$ cat src/rtl/efsd_pkg.sv
// ----------------------------------------------------------------------------
// efsd_pkg
// shared constants, types and codes for the earliest free server dispatch
// ----------------------------------------------------------------------------
package efsd_pkg;

   localparam int MAX_SERVERS = 10;
   localparam int TIME_BITS   = 20;
   localparam int SRV_BITS    = 4;
   localparam int WIN_BITS    = 4;
   localparam int CAP_BITS    = 12;
   localparam int SERVED_BITS = 16;
   localparam int SUM_BITS    = 32;
   localparam int CSR_IDX_BITS = 2;
   localparam int CSR_DATA_BITS = 12;

   localparam logic [WIN_BITS-1:0] WIN_RESET = WIN_BITS'(1);
   localparam logic [CAP_BITS-1:0] CAP_RESET = CAP_BITS'(60);

   // register indexes
   localparam logic [CSR_IDX_BITS-1:0] CSR_WINDOW_COUNT = CSR_IDX_BITS'(0);
   localparam logic [CSR_IDX_BITS-1:0] CSR_SERVICE_CAP  = CSR_IDX_BITS'(1);

   typedef enum logic [1:0] {
      S_IDLE,
      S_SCAN,
      S_UPDATE,
      S_DONE
   } state_type;

   typedef struct packed {
      logic                   en;
      logic [SRV_BITS-1:0]    idx;
      logic [TIME_BITS-1:0]   finish;
      logic [SERVED_BITS-1:0] served;
   } tbl_wr_type;

   typedef struct packed {
      logic                   free;   // finish time at or before arrival
      logic                   lower;  // finish time below current best
   } cmp_res_type;

   typedef struct packed {
      logic [SRV_BITS-1:0]    server_index;
      logic [TIME_BITS-1:0]   wait_time;
      logic [TIME_BITS-1:0]   finish_time;
      logic [SERVED_BITS-1:0] served_on_server;
      logic [SUM_BITS-1:0]    total_wait;
      logic [TIME_BITS-1:0]   longest_wait;
      logic [TIME_BITS-1:0]   latest_finish;
   } result_type;

endpackage

$ cat src/rtl/efsd_srv_table.sv
// ----------------------------------------------------------------------------
// efsd_srv_table
// per-server finish time and served count, one read and one write port
// ----------------------------------------------------------------------------
module efsd_srv_table (
   input  logic                                clock,
   input  logic                                reset,
   input  logic [efsd_pkg::SRV_BITS-1:0]       rd_idx,
   output logic [efsd_pkg::TIME_BITS-1:0]      rd_finish,
   output logic [efsd_pkg::SERVED_BITS-1:0]    rd_served,
   input  efsd_pkg::tbl_wr_type                tbl_wr
);
   import efsd_pkg::*;

   logic [TIME_BITS-1:0]   finish_ff [MAX_SERVERS];
   logic [SERVED_BITS-1:0] served_ff [MAX_SERVERS];

   always_ff @(posedge clock) begin
      if (reset) begin
         for (int i = 0; i < MAX_SERVERS; i++) begin
            finish_ff[i] <= '0;
            served_ff[i] <= '0;
         end
      end else if (tbl_wr.en) begin
         finish_ff[tbl_wr.idx] <= tbl_wr.finish;
         served_ff[tbl_wr.idx] <= tbl_wr.served;
      end
   end

   assign rd_finish = finish_ff[rd_idx];
   assign rd_served = served_ff[rd_idx];

endmodule

$ cat src/rtl/efsd_cmp.sv
// ----------------------------------------------------------------------------
// efsd_cmp
// shared compare unit used on every scan step
// ----------------------------------------------------------------------------
module efsd_cmp (
   input  logic [efsd_pkg::TIME_BITS-1:0] finish,
   input  logic [efsd_pkg::TIME_BITS-1:0] arrival,
   input  logic [efsd_pkg::TIME_BITS-1:0] best,
   output efsd_pkg::cmp_res_type          res
);
   import efsd_pkg::*;

   always_comb begin
      res.free  = (finish <= arrival);
      res.lower = (finish < best);
   end

endmodule

$ cat src/rtl/efsd_seq.sv
// ----------------------------------------------------------------------------
// efsd_seq
// sequencer: scans the servers one per cycle, then updates state and stats
// ----------------------------------------------------------------------------
module efsd_seq (
   input  logic                             clock,
   input  logic                             reset,
   input  logic                             start,
   output logic                             idle,
   input  logic [efsd_pkg::TIME_BITS-1:0]   arrival,
   input  logic [efsd_pkg::CAP_BITS-1:0]    service,
   input  logic [efsd_pkg::SRV_BITS-1:0]    last_idx,
   output logic                             res_valid,
   input  logic                             res_take,
   output efsd_pkg::result_type             result
);
   import efsd_pkg::*;

   state_type              state_ff, state_in;
   logic [TIME_BITS-1:0]   arr_ff, arr_in;
   logic [CAP_BITS-1:0]    svc_ff, svc_in;
   logic [SRV_BITS-1:0]    idx_ff, idx_in;
   logic [TIME_BITS-1:0]   best_fin_ff, best_fin_in;
   logic [SRV_BITS-1:0]    best_idx_ff, best_idx_in;
   logic [SRV_BITS-1:0]    pick_ff, pick_in;
   logic [TIME_BITS-1:0]   start_ff, start_in;
   logic [SUM_BITS-1:0]    wait_sum_ff, wait_sum_in;
   logic [TIME_BITS-1:0]   wait_max_ff, wait_max_in;
   logic [TIME_BITS-1:0]   fin_max_ff, fin_max_in;
   result_type             res_ff, res_in;

   logic [SRV_BITS-1:0]    rd_idx;
   logic [TIME_BITS-1:0]   rd_finish;
   logic [SERVED_BITS-1:0] rd_served;
   tbl_wr_type             tbl_wr;
   cmp_res_type            cmp;

   logic [TIME_BITS:0]     fin_sum;
   logic [TIME_BITS-1:0]   fin_sat;
   logic [TIME_BITS-1:0]   wait_val;
   logic [SUM_BITS:0]      wsum;
   logic [SERVED_BITS-1:0] served_new;
   logic                   take_cur;

   assign rd_idx = (state_ff == S_UPDATE) ? pick_ff : idx_ff;

   efsd_srv_table u_table (
      .clock     (clock),
      .reset     (reset),
      .rd_idx    (rd_idx),
      .rd_finish (rd_finish),
      .rd_served (rd_served),
      .tbl_wr    (tbl_wr)
   );

   efsd_cmp u_cmp (
      .finish  (rd_finish),
      .arrival (arr_ff),
      .best    (best_fin_ff),
      .res     (cmp)
   );

   // update arithmetic
   always_comb begin
      fin_sum    = {1'b0, start_ff} + (TIME_BITS+1)'(svc_ff);
      fin_sat    = fin_sum[TIME_BITS] ? '1 : fin_sum[TIME_BITS-1:0];
      wait_val   = start_ff - arr_ff;
      wsum       = {1'b0, wait_sum_ff} + (SUM_BITS+1)'(wait_val);
      served_new = (rd_served == '1) ? rd_served : rd_served + SERVED_BITS'(1);
      take_cur   = (idx_ff == '0) || cmp.lower;
   end

   always_ff @(posedge clock) begin
      if (reset) begin
         state_ff    <= S_IDLE;
         wait_sum_ff <= '0;
         wait_max_ff <= '0;
         fin_max_ff  <= '0;
      end else begin
         state_ff    <= state_in;
         wait_sum_ff <= wait_sum_in;
         wait_max_ff <= wait_max_in;
         fin_max_ff  <= fin_max_in;
      end
      arr_ff      <= arr_in;
      svc_ff      <= svc_in;
      idx_ff      <= idx_in;
      best_fin_ff <= best_fin_in;
      best_idx_ff <= best_idx_in;
      pick_ff     <= pick_in;
      start_ff    <= start_in;
      res_ff      <= res_in;
   end

   always_comb begin
      state_in    = state_ff;
      arr_in      = arr_ff;
      svc_in      = svc_ff;
      idx_in      = idx_ff;
      best_fin_in = best_fin_ff;
      best_idx_in = best_idx_ff;
      pick_in     = pick_ff;
      start_in    = start_ff;
      wait_sum_in = wait_sum_ff;
      wait_max_in = wait_max_ff;
      fin_max_in  = fin_max_ff;
      res_in      = res_ff;
      tbl_wr      = '0;
      idle        = 1'b0;
      res_valid   = 1'b0;

      unique case (state_ff)
         S_IDLE: begin
            idle = 1'b1;
            if (start) begin
               arr_in   = arrival;
               svc_in   = service;
               idx_in   = '0;
               state_in = S_SCAN;
            end
         end
         S_SCAN: begin
            if (cmp.free) begin
               pick_in  = idx_ff;
               start_in = arr_ff;
               state_in = S_UPDATE;
            end else begin
               if (take_cur) begin
                  best_fin_in = rd_finish;
                  best_idx_in = idx_ff;
               end
               if (idx_ff == last_idx) begin
                  // no free server: earliest finisher, lowest index on a tie
                  pick_in  = take_cur ? idx_ff : best_idx_ff;
                  start_in = take_cur ? rd_finish : best_fin_ff;
                  state_in = S_UPDATE;
               end else begin
                  idx_in = idx_ff + SRV_BITS'(1);
               end
            end
         end
         S_UPDATE: begin
            tbl_wr.en     = 1'b1;
            tbl_wr.idx    = pick_ff;
            tbl_wr.finish = fin_sat;
            tbl_wr.served = served_new;
            wait_sum_in   = wsum[SUM_BITS] ? '1 : wsum[SUM_BITS-1:0];
            wait_max_in   = (wait_val > wait_max_ff) ? wait_val : wait_max_ff;
            fin_max_in    = (fin_sat > fin_max_ff) ? fin_sat : fin_max_ff;
            res_in.server_index     = pick_ff;
            res_in.wait_time        = wait_val;
            res_in.finish_time      = fin_sat;
            res_in.served_on_server = served_new;
            res_in.total_wait       = wait_sum_in;
            res_in.longest_wait     = wait_max_in;
            res_in.latest_finish    = fin_max_in;
            state_in = S_DONE;
         end
         S_DONE: begin
            res_valid = 1'b1;
            if (res_take) begin
               state_in = S_IDLE;
            end
         end
         default: begin
            state_in = S_IDLE;
         end
      endcase
   end

   assign result = res_ff;

endmodule

$ cat src/rtl/earliest_free_server_dispatch_top.sv
// ----------------------------------------------------------------------------
// earliest_free_server_dispatch_top
// dispatches each job to the first free server or the earliest finisher
// ----------------------------------------------------------------------------
// a job goes from the request beat through the scan of k servers (k = 1..n), the update
// and done states and the output register to rsp_valid; a new job is taken only when idle
// the scan reads one server finish time per cycle through a single compare unit
// reset: synchronous, clears all server finish times, counts and statistics,
// window_count returns to 1 and service_cap to 60
module earliest_free_server_dispatch_top (
   input  logic                               clock,
   input  logic                               reset,
   // job input channel
   input  logic                               req_valid,
   output logic                               req_ready,
   input  logic [efsd_pkg::TIME_BITS-1:0]     req_arrival_time,
   input  logic [efsd_pkg::CAP_BITS-1:0]      req_service_time,
   // result channel
   output logic                               rsp_valid,
   input  logic                               rsp_ready,
   output logic [efsd_pkg::SRV_BITS-1:0]      rsp_server_index,
   output logic [efsd_pkg::TIME_BITS-1:0]     rsp_wait_time,
   output logic [efsd_pkg::TIME_BITS-1:0]     rsp_finish_time,
   output logic [efsd_pkg::SERVED_BITS-1:0]   rsp_served_on_server,
   output logic [efsd_pkg::SUM_BITS-1:0]      rsp_total_wait,
   output logic [efsd_pkg::TIME_BITS-1:0]     rsp_longest_wait,
   output logic [efsd_pkg::TIME_BITS-1:0]     rsp_latest_finish,
   // register write channel
   input  logic                               csr_valid,
   output logic                               csr_ready,
   input  logic [efsd_pkg::CSR_IDX_BITS-1:0]  csr_index,
   input  logic [efsd_pkg::CSR_DATA_BITS-1:0] csr_data
);
   import efsd_pkg::*;

   // configuration registers
   logic [WIN_BITS-1:0] window_count_ff, window_count_in;
   logic [CAP_BITS-1:0] service_cap_ff, service_cap_in;

   // output register, decouples the sequencer from the result consumer
   logic                rsp_valid_ff, rsp_valid_in;
   result_type          rsp_data_ff, rsp_data_in;

   logic                seq_idle;
   logic                seq_res_valid;
   logic                seq_res_take;
   result_type          seq_result;
   logic [CAP_BITS-1:0] svc_clip;
   logic [SRV_BITS-1:0] last_idx;

   // register writes are always taken; unknown indexes fall through
   assign csr_ready = 1'b1;

   always_comb begin
      window_count_in = window_count_ff;
      service_cap_in  = service_cap_ff;
      if (csr_valid) begin
         unique case (csr_index)
            CSR_WINDOW_COUNT: window_count_in = csr_data[WIN_BITS-1:0];
            CSR_SERVICE_CAP:  service_cap_in  = csr_data[CAP_BITS-1:0];
            default: ;
         endcase
      end
   end

   // active server range: zero acts as one, too large acts as the maximum
   always_comb begin
      if (window_count_ff == '0) begin
         last_idx = '0;
      end else if (32'(window_count_ff) > 32'(MAX_SERVERS)) begin
         last_idx = SRV_BITS'(MAX_SERVERS - 1);
      end else begin
         last_idx = SRV_BITS'(window_count_ff - WIN_BITS'(1));
      end
   end

   // clip the requested service time at the job beat
   assign svc_clip = (req_service_time > service_cap_ff) ? service_cap_ff
                                                          : req_service_time;

   assign req_ready = seq_idle;

   efsd_seq u_seq (
      .clock     (clock),
      .reset     (reset),
      .start     (req_valid),
      .idle      (seq_idle),
      .arrival   (req_arrival_time),
      .service   (svc_clip),
      .last_idx  (last_idx),
      .res_valid (seq_res_valid),
      .res_take  (seq_res_take),
      .result    (seq_result)
   );

   // a finished job moves into the output register once it is empty or draining
   assign seq_res_take = seq_res_valid && (!rsp_valid_ff || rsp_ready);

   always_comb begin
      rsp_valid_in = rsp_valid_ff;
      rsp_data_in  = rsp_data_ff;
      if (seq_res_take) begin
         rsp_valid_in = 1'b1;
         rsp_data_in  = seq_result;
      end else if (rsp_ready) begin
         rsp_valid_in = 1'b0;
      end
   end

   always_ff @(posedge clock) begin
      if (reset) begin
         window_count_ff <= WIN_RESET;
         service_cap_ff  <= CAP_RESET;
         rsp_valid_ff    <= 1'b0;
      end else begin
         window_count_ff <= window_count_in;
         service_cap_ff  <= service_cap_in;
         rsp_valid_ff    <= rsp_valid_in;
      end
      rsp_data_ff <= rsp_data_in;
   end

   // result beat fields
   assign rsp_valid            = rsp_valid_ff;
   assign rsp_server_index     = rsp_data_ff.server_index;
   assign rsp_wait_time        = rsp_data_ff.wait_time;
   assign rsp_finish_time      = rsp_data_ff.finish_time;
   assign rsp_served_on_server = rsp_data_ff.served_on_server;
   assign rsp_total_wait       = rsp_data_ff.total_wait;
   assign rsp_longest_wait     = rsp_data_ff.longest_wait;
   assign rsp_latest_finish    = rsp_data_ff.latest_finish;

endmodule
$ cat config.mk
export PLATFORM = sky130hd
export DESIGN_NAME = earliest_free_server_dispatch_top
export DESIGN_NICKNAME = d
export VERILOG_FILES = /design/src/rtl/efsd_pkg.sv /design/src/rtl/efsd_srv_table.sv /design/src/rtl/efsd_cmp.sv /design/src/rtl/efsd_seq.sv /design/src/rtl/earliest_free_server_dispatch_top.sv
export SDC_FILE = /design/constraint.sdc
export NUM_CORES = 2
export LEC_CHECK = 0
export BUFFER_PORTS_ARGS = -buffer_cell sky130_fd_sc_hd__buf_2
export CORE_MARGIN = 2
export CORE_UTILIZATION = 55
export CTS_BUF_LIST = sky130_fd_sc_hd__clkbuf_4
export CTS_CLUSTER_DIAMETER = 40
export DETAILED_ROUTE_END_ITERATION = 16
export PLACE_DENSITY = 0.72
export SYNTH_ARGS = -nofsm -noshare
export SYNTH_HDL_FRONTEND = slang
export SYNTH_SLANG_ARGS = --single-unit
$ cat constraint.sdc
create_clock -name clock -period 19.3 [get_ports clock]
set_clock_uncertainty 0.2 [all_clocks]
set_input_delay 2.895 -clock clock [delete_from_list [all_inputs] [get_ports clock]]
set_output_delay 2.895 -clock clock [all_outputs]
set_load 0.02 [all_outputs]
==> impl_metrics.env <==
export IMPL_run_status="completed"
export IMPL_postLayoutCoreUtil_pct=62.2
export IMPL_synth_top_flop_cell="edfxtp_1"
export IMPL_wl_per_cell_um=23.7
export IMPL_die_area_um2=83600
export IMPL_crit_family="buffers and inverters"
export IMPL_worstSetupPathType="flop to flop"
export IMPL_synth_top_area_share_pct=62.0
export IMPL_path_clk_slew_ns=0.06
export IMPL_r2r_slack_ns=10.97
export IMPL_internal_power_w=0.00549
export IMPL_post_place_ws_ns=11.01
export IMPL_maxCapViolCount=0
export IMPL_synth_edff_count=924
export IMPL_synth_xor_xnor_area_share_pct=1.23
export IMPL_p_comb_share_pct=45.8
export IMPL_avgViaCountPerCell=5.98
export IMPL_grt_pass1_wl_mm=170
export IMPL_peakVddDrop_mv=0.103
export IMPL_cts_setup_buffers=0
export IMPL_floorplan_initialDensity_pct=55.5
export IMPL_cp_num_buf_inv=4
export IMPL_slowest_stage="buf_4"
export IMPL_io_pins=186
export IMPL_rsz0062_at_grt="false"
export IMPL_clkLatencyLatePin_ns=1.21
export IMPL_fin_nets=3709
export IMPL_cts_tree="built"
export IMPL_dpl_cell_count=4282
export IMPL_worstMarginPinSlew_ns=1.38
export IMPL_pwr_share_seq_pct=34.4
export IMPL_port_buffers=184
export IMPL_synth_common_cells="edfxtp_1, nor2_1, nand2_1"
export IMPL_drive_above_1_share_pct=25.6
export IMPL_die_y_um=289
export IMPL_numClockSinks=1015
export IMPL_period_needed_ns=8.33
export IMPL_cp_end_kind="flop"
export IMPL_synthArstFlopShare_pct=0
export IMPL_power_static_leakage_nw=18.8
export IMPL_gr_total_overflow=0
export IMPL_synth_top_family_by_area="multiplexers"
export IMPL_synth_area_um2=44700
export IMPL_worst_r2r_path_depth=20
export IMPL_min_from="u_seq.result[42]"
export IMPL_grt_max_degree=92
export IMPL_ys_ff_latch=1015
export IMPL_std_cell_rows=104
export IMPL_die_x_um=289
export IMPL_finalSetupViolCount=0
export IMPL_avgSynthCellArea_um2=14.3
export IMPL_yosysTopAreaCell="edfxtp_1"
export IMPL_switching_power_w=0.00350
export IMPL_hold_violations=0
export IMPL_r2r_end="u_seq.start_ff[19]"
export IMPL_hpwl_mm=69.4
export IMPL_grt_pass1_vias=28889
export IMPL_hold_end="rsp_total_wait[2]"
export IMPL_fill_cells=5986
export IMPL_antenna_found_initial=5
export IMPL_globalplace_congestion=0.903
export IMPL_syn_num_nets=3339
export IMPL_drt_iter0_drc=2797
export IMPL_synth_adder_area_share_pct=4.47
export IMPL_period_share_pct=43.1
export IMPL_final_antenna_net_count=0
export IMPL_ys_seq_area_share_pct=66.1
export IMPL_cts_hold_buf=0
export IMPL_crit_path_cell_trace="inv_1 -> ha_4 -> mux2i_4 -> buf_4 -> buf_4 -> mux4_2 -> and2_1 -> a211oi_1 -> a31oi_1 -> ha_1 -> nand4_1 -> or2_2 -> or4_1 -> o22ai_1 -> a211oi_1 -> o21ai_1 -> o21a_1 -> buf_4 -> mux2_2 -> mux2_2"
export IMPL_synth_area_mux_share_pct=10.5
export IMPL_synth_compound_area_share_pct=5.68
export IMPL_hp_class="flop to flop"
export IMPL_power_density_nw_per_um2=180
export IMPL_dr_pass1_iters=6
export IMPL_synth_most_common_cell="edfxtp_1"
export IMPL_fin_tns_setup_ns=0
export IMPL_root_buffer="clkbuf_4"
export IMPL_post_cts_resized=0
export IMPL_drc_errors=0
export IMPL_synthToLayoutAreaGrowth_pct=12.0
export IMPL_yosys_area_share_simple_pct=9.04
export IMPL_whs_path_depth=0
export IMPL_layout_cells_non_filler=4731
export IMPL_final_setup_worst_slack_ns=10.97
export IMPL_fmax_ghz=0.120
export IMPL_cts_max_path_buffers=4
export IMPL_slew_headroom_pct=7.76
export IMPL_htreeDepth=5
export IMPL_required_ns=19.96
export IMPL_synth_cells=3130
export IMPL_switching_share_pct=38.9
export IMPL_wl_mm=112
export IMPL_regToRegStartpoint="u_seq.state_ff[0]"
export IMPL_synthTopCellsByArea="edfxtp_1, mux4_2, ha_1"
export IMPL_cpMostUsedCell="buf_4"
export IMPL_start_kind="flop"
export IMPL_synth_cell_types=77
export IMPL_p_clk_share_pct=19.9
export IMPL_worstPathArrival_ns=8.99
export IMPL_cpPeakStageDelay_ns=0.89
export IMPL_core_area_um2=80500
export IMPL_drv_slew=0
export IMPL_grt_usage_pct=27.4
export IMPL_cts_made_buffers=276
export IMPL_yosysWarnings=0
export IMPL_worstPathMaxFanout=64
export IMPL_via_count=28292
final cells by class:
cell class              instances  area (um2)  share of cell area [%]
clock buffers                 383        2880                    5.74
clock inverters                59         289                   0.577
inverters                     162         608                    1.21
well taps                    1060        1330                    2.65
flip-flops and latches       1015       29600                    59.0
diodes                          7        17.5                  0.0350
multi-input cells            1798       14000                    28.0
repair buffers                247        1390                    2.78
power by group through the flow:
stage                     sequential [W]  combinational, W  clock (W)
after floorplan                  0.00310           0.00297          0
after detailed placement         0.00313           0.00409          0
after global routing             0.00311           0.00449    0.00193
after global placement           0.00312           0.00397          0
final                            0.00309           0.00412    0.00179
after CTS                        0.00309           0.00411    0.00182
routing by layer:
metal	vias to the layer above	share of wire (%)	GRT usage [%]
met5	-	0	0
met4	0	3.6	12.0
met3	291	8.3	5.28
met2	1477	49	45.6
met1	13970	39	35.2
li1	12554	-	-
worst max path at each step:
stage / start / cells after the start / slack [ns] / to
3_3_place_gp: u_seq.state_ff[0] / 20 / 11.19 / u_seq.start_ff[19]
5_1_grt: u_seq.state_ff[0] / 20 / 10.61 / u_seq.start_ff[19]
4_1_cts: u_seq.state_ff[0] / 20 / 10.99 / u_seq.start_ff[19]
3_5_place_dp: u_seq.state_ff[0] / 20 / 11.01 / u_seq.start_ff[0]
2_1_floorplan: rsp_ready / 2 / 9.66 / rsp_finish_time[0]
6_report: u_seq.state_ff[0] / 20 / 10.97 / u_seq.start_ff[19]
worst reg2reg max path, stage by stage (launching register included):
cell and delay (ns):
dfxtp_1 0.35, inv_1 0.16, ha_4 0.51, mux2i_4 0.82
buf_4 0.91, buf_4 0.93, mux4_2 0.43, and2_1 0.16
a211oi_1 0.21, a31oi_1 0.17, ha_1 0.43, nand4_1 0.07
or2_2 0.34, or4_1 0.54, o22ai_1 0.19, a211oi_1 0.08
o21ai_1 0.24, o21a_1 0.29, buf_4 0.38, mux2_2 0.42
mux2_2 0.26
kinds of logic after synthesis:
| family | Yosys count |
|---|---|
| flip-flops | 1015 |
| AND/OR/NAND/NOR | 928 |
| AO/OA/AOI/OAI | 376 |
| buffers and inverters | 317 |
| multiplexers | 272 |
| adder cells (fa/ha/maj) | 158 |
| XOR/XNOR | 63 |
| other | 1 |
metrics by stage:
stage                     total power, W  hold slack [ns]  area [um2]
after floorplan                  0.00608            0.200       44700
after global placement           0.00709            0.201       46900
after detailed placement         0.00722            0.205       46900
after CTS                        0.00902            0.131       50100
after global routing             0.00954            0.170       50100
final                            0.00899            0.159       50100
registers in the layout, indices dropped and copies added, names as in the netlist, 20 cells and up:
register	flops
rsp_longest_wait	20
u_seq.u_table.served_ff	256
u_seq.wait_sum_ff	32
u_seq.best_fin_ff	20
u_seq.wait_max_ff	20
u_seq.u_table.finish_ff	320
u_seq.fin_max_ff	20
rsp_total_wait	32
rsp_latest_finish	20
u_seq.arr_ff	20
rsp_finish_time	20
rsp_wait_time	20
u_seq.result	132
u_seq.start_ff	20
cells in the final DEF (no fill, tap or decap), types with 11 or more instances in the layout:
master	instances
clkbuf_4	383
a21oi_1	93
nor2b_1	17
mux2_2	75
nand4_1	26
nor3_1	36
inv_1	161
a22oi_1	23
nor2_1	472
a21o_1	50
a31oi_1	26
a311oi_1	19
and2_1	27
o21a_1	18
nand2_1	217
mux2i_1	34
a211oi_1	46
clkinv_2	12
clkinv_1	35
or2_2	14
xnor2_1	45
ha_1	154
nand3_1	27
dfxtp_1	91
nand2b_1	18
edfxtp_1	924
o21ai_0	37
xor2_1	18
mux4_2	143
inv_2	11
buf_4	63
buf_2	184
mux2_4	15
Note: power is estimated with default switching activity, not from simulation.
